### src/design/twb_pkg.sv
// Shared package for the time-window buffer: operation codes, register
// indexes, default depths and the controller/datapath command and status types.
// No dependencies.
`timescale 1ns / 1ps

package twb_pkg;

    localparam int DEF_WINDOW_DEPTH  = 64;
    localparam int DEF_EXPIRED_DEPTH = 32;

    localparam int CFG_AW = 2;
    localparam int CFG_DW = 32;

    localparam logic [CFG_AW-1:0] REG_WINDOW_SIZE = 2'd0;
    localparam logic [CFG_AW-1:0] REG_EVICT_MULT  = 2'd1;

    localparam logic [2:0] KIND_INSERT  = 3'd0;
    localparam logic [2:0] KIND_EVICT   = 3'd1;
    localparam logic [2:0] KIND_LOOKUP  = 3'd2;
    localparam logic [2:0] KIND_FLUSH   = 3'd3;
    localparam logic [2:0] KIND_OBSERVE = 3'd4;
    localparam logic [2:0] KIND_SAFE    = 3'd5;

    localparam logic [63:0] SIGN_BIT = 64'h8000_0000_0000_0000;

    // Commands from the controller to the datapath.
    typedef struct packed {
        logic latch;     // capture the input transaction
        logic ins_wr;    // append a record to the window
        logic mul;       // register the slack product
        logic thr;       // register the eviction threshold
        logic head_rd;   // read the window head record
        logic pop;       // drop the head record, keep its uid as the key
        logic idx_clr;   // restart a scan and clear the hit flags
        logic xrd;       // read the expired set at the scan index
        logic cmp_x;     // compare expired read data with the key
        logic wrd;       // read the window at head plus scan index
        logic cmp_w;     // compare window read data with the key
        logic idx_inc;   // step the scan index
        logic append;    // add the key to the expired set
        logic fl_start;  // snapshot and clear the expired fill
        logic obs;       // raise the max-seen timestamp
        logic emit;      // load the output register
    } t_cmd;

    // Status from the datapath to the controller.
    typedef struct packed {
        logic [2:0] kind;
        logic       fill_zero;
        logic       below;
        logic       x_done;
        logic       w_done;
        logic       hit_x;
        logic       fl_empty;
        logic       fl_last;
        logic       out_free;
    } t_sts;

endpackage

### src/design/twb_ctrl.sv
// Controller state machine of the time-window buffer.
// Depends on twb_pkg for the command and status types and the operation codes.
`timescale 1ns / 1ps

module twb_ctrl (
    input  logic          i_clk,
    input  logic          i_rst_n,
    input  logic          i_in_valid,
    output logic          o_in_ready,
    input  twb_pkg::t_sts i_sts,
    output twb_pkg::t_cmd o_cmd
);

    localparam logic [3:0] S_IDLE    = 4'd0;
    localparam logic [3:0] S_DISP    = 4'd1;
    localparam logic [3:0] S_EV_THR  = 4'd2;
    localparam logic [3:0] S_EV_HEAD = 4'd3;
    localparam logic [3:0] S_EV_TEST = 4'd4;
    localparam logic [3:0] S_EV_XRD  = 4'd5;
    localparam logic [3:0] S_EV_XCMP = 4'd6;
    localparam logic [3:0] S_EV_APP  = 4'd7;
    localparam logic [3:0] S_LK_XRD  = 4'd8;
    localparam logic [3:0] S_LK_XCMP = 4'd9;
    localparam logic [3:0] S_LK_WRD  = 4'd10;
    localparam logic [3:0] S_LK_WCMP = 4'd11;
    localparam logic [3:0] S_FL_CHK  = 4'd12;
    localparam logic [3:0] S_FL_RD   = 4'd13;
    localparam logic [3:0] S_FL_EMIT = 4'd14;
    localparam logic [3:0] S_EMIT    = 4'd15;

    logic [3:0] r_state;
    logic [3:0] n_state;

    assign o_in_ready = (r_state == S_IDLE);

    always_comb begin
        n_state = r_state;
        o_cmd   = '0;
        unique case (r_state)
            S_IDLE: begin
                if (i_in_valid) begin
                    o_cmd.latch = 1'b1;
                    n_state     = S_DISP;
                end
            end
            S_DISP: begin
                priority case (i_sts.kind)
                    twb_pkg::KIND_INSERT: begin
                        o_cmd.ins_wr = 1'b1;
                        n_state      = S_EMIT;
                    end
                    twb_pkg::KIND_EVICT: begin
                        o_cmd.mul = 1'b1;
                        n_state   = S_EV_THR;
                    end
                    twb_pkg::KIND_LOOKUP: begin
                        o_cmd.idx_clr = 1'b1;
                        n_state       = S_LK_XRD;
                    end
                    twb_pkg::KIND_FLUSH: begin
                        o_cmd.fl_start = 1'b1;
                        n_state        = S_FL_CHK;
                    end
                    twb_pkg::KIND_OBSERVE: begin
                        o_cmd.obs = 1'b1;
                        n_state   = S_EMIT;
                    end
                    default: n_state = S_EMIT;
                endcase
            end
            S_EV_THR: begin
                o_cmd.thr = 1'b1;
                n_state   = S_EV_HEAD;
            end
            S_EV_HEAD: begin
                if (i_sts.fill_zero) begin
                    n_state = S_EMIT;
                end else begin
                    o_cmd.head_rd = 1'b1;
                    n_state       = S_EV_TEST;
                end
            end
            S_EV_TEST: begin
                if (i_sts.below) begin
                    o_cmd.pop     = 1'b1;
                    o_cmd.idx_clr = 1'b1;
                    n_state       = S_EV_XRD;
                end else begin
                    n_state = S_EMIT;
                end
            end
            S_EV_XRD: begin
                if (i_sts.x_done || i_sts.hit_x) begin
                    n_state = S_EV_APP;
                end else begin
                    o_cmd.xrd = 1'b1;
                    n_state   = S_EV_XCMP;
                end
            end
            S_EV_XCMP: begin
                o_cmd.cmp_x   = 1'b1;
                o_cmd.idx_inc = 1'b1;
                n_state       = S_EV_XRD;
            end
            S_EV_APP: begin
                o_cmd.append = 1'b1;
                n_state      = S_EV_HEAD;
            end
            S_LK_XRD: begin
                if (i_sts.hit_x) begin
                    n_state = S_EMIT;
                end else if (i_sts.x_done) begin
                    o_cmd.idx_clr = 1'b1;
                    n_state       = S_LK_WRD;
                end else begin
                    o_cmd.xrd = 1'b1;
                    n_state   = S_LK_XCMP;
                end
            end
            S_LK_XCMP: begin
                o_cmd.cmp_x   = 1'b1;
                o_cmd.idx_inc = 1'b1;
                n_state       = S_LK_XRD;
            end
            S_LK_WRD: begin
                if (i_sts.w_done) begin
                    n_state = S_EMIT;
                end else begin
                    o_cmd.wrd = 1'b1;
                    n_state   = S_LK_WCMP;
                end
            end
            S_LK_WCMP: begin
                o_cmd.cmp_w   = 1'b1;
                o_cmd.idx_inc = 1'b1;
                n_state       = S_LK_WRD;
            end
            S_FL_CHK: begin
                n_state = i_sts.fl_empty ? S_EMIT : S_FL_RD;
            end
            S_FL_RD: begin
                o_cmd.xrd = 1'b1;
                n_state   = S_FL_EMIT;
            end
            S_FL_EMIT: begin
                if (i_sts.out_free) begin
                    o_cmd.emit    = 1'b1;
                    o_cmd.idx_inc = 1'b1;
                    n_state       = i_sts.fl_last ? S_IDLE : S_FL_RD;
                end
            end
            S_EMIT: begin
                if (i_sts.out_free) begin
                    o_cmd.emit = 1'b1;
                    n_state    = S_IDLE;
                end
            end
            default: n_state = S_IDLE;
        endcase
    end

    always_ff @(posedge i_clk) begin
        if (!i_rst_n) begin
            r_state <= S_IDLE;
        end else begin
            r_state <= n_state;
        end
    end

endmodule

### config.mk
export PLATFORM = sky130hd
export DESIGN_NAME = twb_ctrl
export DESIGN_NICKNAME = d
export VERILOG_FILES = /design/src/design/twb_pkg.sv /design/src/design/twb_ctrl.sv
export SDC_FILE = /design/constraint.sdc
export NUM_CORES = 1
export LEC_CHECK = 0
export ABC_CLOCK_PERIOD_IN_PS = 4850
export BUFFER_PORTS_ARGS = -buffer_cell sky130_fd_sc_hd__buf_4
export CAP_MARGIN = 20
export CORE_MARGIN = 5
export CORE_UTILIZATION = 49
export CTS_CLUSTER_DIAMETER = 40
export DETAILED_ROUTE_END_ITERATION = 12
export PLACE_DENSITY = 0.82
export SLEW_MARGIN = 15
export SYNTH_ARGS = -nofsm -noshare
export SYNTH_HDL_FRONTEND = slang
export SYNTH_SLANG_ARGS = --single-unit
### constraint.sdc
create_clock -name i_clk -period 4.85 [get_ports i_clk]
set_clock_uncertainty 0.15 [all_clocks]
set_input_delay 0.485 -clock i_clk [delete_from_list [all_inputs] [get_ports i_clk]]
set_output_delay 0.485 -clock i_clk [all_outputs]
set_load 0.05 [all_outputs]
==> metrics.txt <==
# TYPE chip_impl_metric gauge
chip_impl_metric{name="grt_first_pass_wirelength",unit="mm"} 3.16
chip_impl_metric{name="grtUsageTotal",unit="%"} 19.8
chip_impl_metric{name="htree_num_levels",unit=""} 1
chip_impl_metric{name="route.antenna.remaining_nets",unit=""} 0
chip_impl_metric{name="layout.nets",unit=""} 138
chip_impl_metric{name="clock_sink_count",unit=""} 4
chip_impl_metric{name="synth.lib_cells_used.distinct",unit=""} 40
chip_impl_metric{name="firstDrtPassIters",unit=""} 4
chip_impl_metric{name="timing.hold.worst_path_depth",unit=""} 2
chip_impl_info{name="setup.worst_path.end_class",value="output port"} 1
chip_impl_metric{name="area_growth_syn_to_layout",unit="%"} 28.7
chip_impl_info{name="cts-root-buf",value="sky130_fd_sc_hd__clkbuf_4"} 1
chip_impl_metric{name="timing.final.setup_violations",unit=""} 0
chip_impl_metric{name="placed_cells_incl_taps",unit=""} 134
chip_impl_metric{name="crit_required",unit="ns"} 4.22
chip_impl_metric{name="cts_hold_buffers",unit=""} 0
chip_impl_metric{name="area_after_detailed_placement",unit="µm²"} 852
chip_impl_metric{name="grt_start_max_net_pins",unit=""} 27
chip_impl_metric{name="syn_area",unit="µm²"} 679
chip_impl_metric{name="routed_via_density",unit=""} 5.93
chip_impl_metric{name="ctsResizeCount",unit=""} 0
chip_impl_info{name="largest_register",value="r_state"} 1
chip_impl_metric{name="number_of_antenna_violations_at_the_first_check_in_global_routing",unit=""} 0
chip_impl_metric{name="worst_path_fanout_max",unit=""} 26
chip_impl_metric{name="route.detailed.drc",unit=""} 0
chip_impl_metric{name="synthesis.nets",unit=""} 110
chip_impl_info{name="path_cells",value="nor3b_1 > a21oi_1 > o32ai_1 > buf_4"} 1
chip_impl_info{name="startpoint_type",value="register"} 1
chip_impl_info{name="reg_top3",value="r_state x4"} 1
chip_impl_metric{name="die_width",unit="µm"} 47.2
chip_impl_metric{name="drt-met1-wl",unit="µm"} 819
chip_impl_metric{name="achievable_clock_frequency",unit="MHz"} 398
chip_impl_metric{name="post-route-util",unit="%"} 67.2
chip_impl_metric{name="later_pin_clock_latency_in_the_skew_report",unit="ns"} 0.24
chip_impl_metric{name="drt_first_iter_violations",unit=""} 24
chip_impl_metric{name="cts.clk_slew.worst_paths",unit="ns"} 0.04
chip_impl_metric{name="post_cts_setup_buffer_count",unit=""} 0
chip_impl_metric{name="final_weighted_congestion_of_routability_driven_global_placement",unit=""} 0.938
chip_impl_metric{name="initial_core_utilization",unit="%"} 52.2
chip_impl_metric{name="synth_sequential_area_ratio",unit="%"} 11.8
chip_impl_metric{name="whs",unit="ns"} 0.336
chip_impl_info{name="timing_worst_setup_path_type",value="register to output port"} 1
chip_impl_metric{name="worst-slew-pin-transition",unit="ns"} 0.760
chip_impl_metric{name="post_layout_nonfiller_instances",unit=""} 137
chip_impl_metric{name="drive_above_1_share",unit="%"} 32.0
chip_impl_info{name="mostFrequentLayoutCell",value="sky130_fd_sc_hd__buf_4"} 1
chip_impl_metric{name="cts-buffers-inserted",unit=""} 3
chip_impl_metric{name="buffer_ports.inserted",unit=""} 30
chip_impl_metric{name="insertedDiodeCount",unit=""} 0
chip_impl_metric{name="die-area",unit="mm²"} 0.00223
chip_impl_metric{name="cell_pwr_density",unit="mW/mm²"} 635
chip_impl_metric{name="timing.final.crit_period",unit="ns"} 2.51
chip_impl_metric{name="timing.max_cap.violations",unit=""} 0
chip_impl_metric{name="post-route-period-util",unit="%"} 51.8
chip_impl_metric{name="global_route.overflow_total",unit=""} 0
chip_impl_metric{name="first_global_vias",unit=""} 731
chip_impl_info{name="setup_repair_after_global_routing_missed_its_margin",value="no"} 1
chip_impl_metric{name="max-slew-margin-rel",unit="%"} 49.2
chip_impl_metric{name="routed_wire_length_per_instance",unit="µm"} 14.3
chip_impl_metric{name="vdd_ir_drop_max",unit="mV"} 0.277
chip_impl_metric{name="met3_length",unit="µm"} 189
chip_impl_info{name="final_cell_mix",value="30 x sky130_fd_sc_hd__buf_4, 9 x sky130_fd_sc_hd__nand2b_1, 8 x sky130_fd_sc_hd__nor2_1"} 1
chip_impl_metric{name="boundaryPins",unit=""} 31
chip_impl_info{name="top_signal_layer_used",value="met4"} 1
chip_impl_metric{name="final_cell_area",unit="µm²"} 875
chip_impl_metric{name="yosys_warnings",unit=""} 0
chip_impl_metric{name="finalHoldViolations",unit=""} 0
chip_impl_metric{name="worst_case_clock_buffer_depth",unit=""} 2
chip_impl_metric{name="static_leakage",unit="nW"} 0.389
chip_impl_metric{name="worst_r2r_path_depth",unit=""} 4
chip_impl_metric{name="dp_hpwl",unit="mm"} 1.50
chip_impl_info{name="run_status",value="completed"} 1
chip_impl_metric{name="routed_wl",unit="mm"} 1.96
chip_impl_info{name="critPathSlowestCell",value="sky130_fd_sc_hd__dfxtp_1"} 1
chip_impl_metric{name="final.setup.tns",unit="ns"} 0
chip_impl_metric{name="worstPathArrival",unit="ns"} 1.88
chip_impl_metric{name="final-max-slew-violation-count",unit=""} 0
chip_impl_metric{name="critical-path-max-stage-delay",unit="ns"} 0.80
chip_impl_metric{name="route.met2.wl",unit="µm"} 919
chip_impl_info{name="worstHoldPathType",value="input pin to register"} 1
chip_impl_metric{name="num_rows",unit=""} 13
chip_impl_metric{name="synth-seq-cells",unit=""} 4
chip_impl_metric{name="num_vias",unit=""} 812
chip_impl_metric{name="flip_flop_count_of_the_largest_register_all_copies_and_words_added",unit=""} 4
chip_impl_info{name="cts_tree",value="built"} 1
chip_impl_metric{name="die_height",unit="µm"} 47.2
chip_impl_metric{name="synth_cells",unit=""} 96
chip_impl_metric{name="post_synth.cell_area_avg",unit="µm²"} 7.08
chip_impl_metric{name="core_region_area",unit="mm²"} 0.00130
[per-layer routing]
metal / vias up / global-route usage (%)
met4: 0 / 8.84
met3: 4 / 5.75
met1: 359 / 25.9
met5: - / 0
met2: 35 / 29.9
li1: 414 / -
[worst max-delay path, delay by kind of cell (launching register included)]
kind	cells	cell delay (ns)
AO/OA/AOI/OAI	2	0.31
buffers and inverters	1	0.25
flip-flops	1	0.80
AND/OR/NAND/NOR	1	0.26
[cell families (layout without fill, tap and decap cells)]
| kind of cell | count (synthesis) | in the layout | synth area share, % |
|---|---|---|---|
| buffers and inverters | 10 | 36 | 12.2 |
| AND/OR/NAND/NOR | 53 | 53 | 44.4 |
| multiplexers | 1 | 1 | 1.47 |
| flip-flops | 4 | 4 | 11.8 |
| AO/OA/AOI/OAI | 28 | 28 | 30.2 |
[power breakdown]
| group | internal, W | leakage, nW | total, W | switching [W] |
|---|---|---|---|---|
| clock network | 0.0000277 | 0.0138 | 0.0000424 | 0.0000147 |
| registers | 0.0000488 | 0.0333 | 0.000128 | 0.0000792 |
| logic | 0.000157 | 0.342 | 0.000385 | 0.000228 |
| total | 0.000233 | 0.389 | 0.000555 | 0.000322 |
[synth_stat cells (all sizes together)]
master	number	area, µm²
nand2b	9	56.3
nor2	9	36.3
buf	7	71.3
a21oi	6	30.0
and3	6	38.8
nand2	6	22.5
nor3	5	25.0
dfxtp	4	80.1
nand3	4	20.0
nor2b	4	25.0
o21ai	4	20.0
nor4	3	18.8
o22ai	3	25.0
a32o	2	20.0
inv	2	7.51
nor3b	2	15.0
o21bai	2	15.0
o311a	2	20.0
o32ai	2	17.5
a21boi	1	7.51
a21o	1	8.76
a22oi	1	7.51
and2	1	6.26
and2b	1	10.0
clkinv	1	3.75
mux2i	1	10.0
o211ai	1	7.51
o21a	1	7.51
o32a	1	10.0
o41ai	1	8.76
or3	1	6.26
or4	1	11.3
or4b	1	10.0
[metrics by stage]
stage	total power [W]	worst slack (ns)
final	0.000555	2.34
after global routing	0.000599	2.25
after CTS	0.000554	2.37
after detailed placement	0.000510	2.64
after global placement	0.000506	2.65
after floorplan	0.000449	1.97
[area by class of cell]
cell class	count	area [µm²]
multi-input cells	82	517
fillers	132	427
inverters	3	11.3
clock buffers	3	22.5
repair buffers	30	225
flip-flops and latches	4	80.1
well taps	15	18.8
[worst paths after layout]
path	start	end	slack (ns)
min reg2reg	r_state[2]	r_state[1]	0.68
max	r_state[3]	o_cmd[9]	2.34
max reg2reg	r_state[3]	r_state[2]	2.81
min	i_rst_n	r_state[3]	0.34
Note: power is estimated with default switching activity, not from simulation.
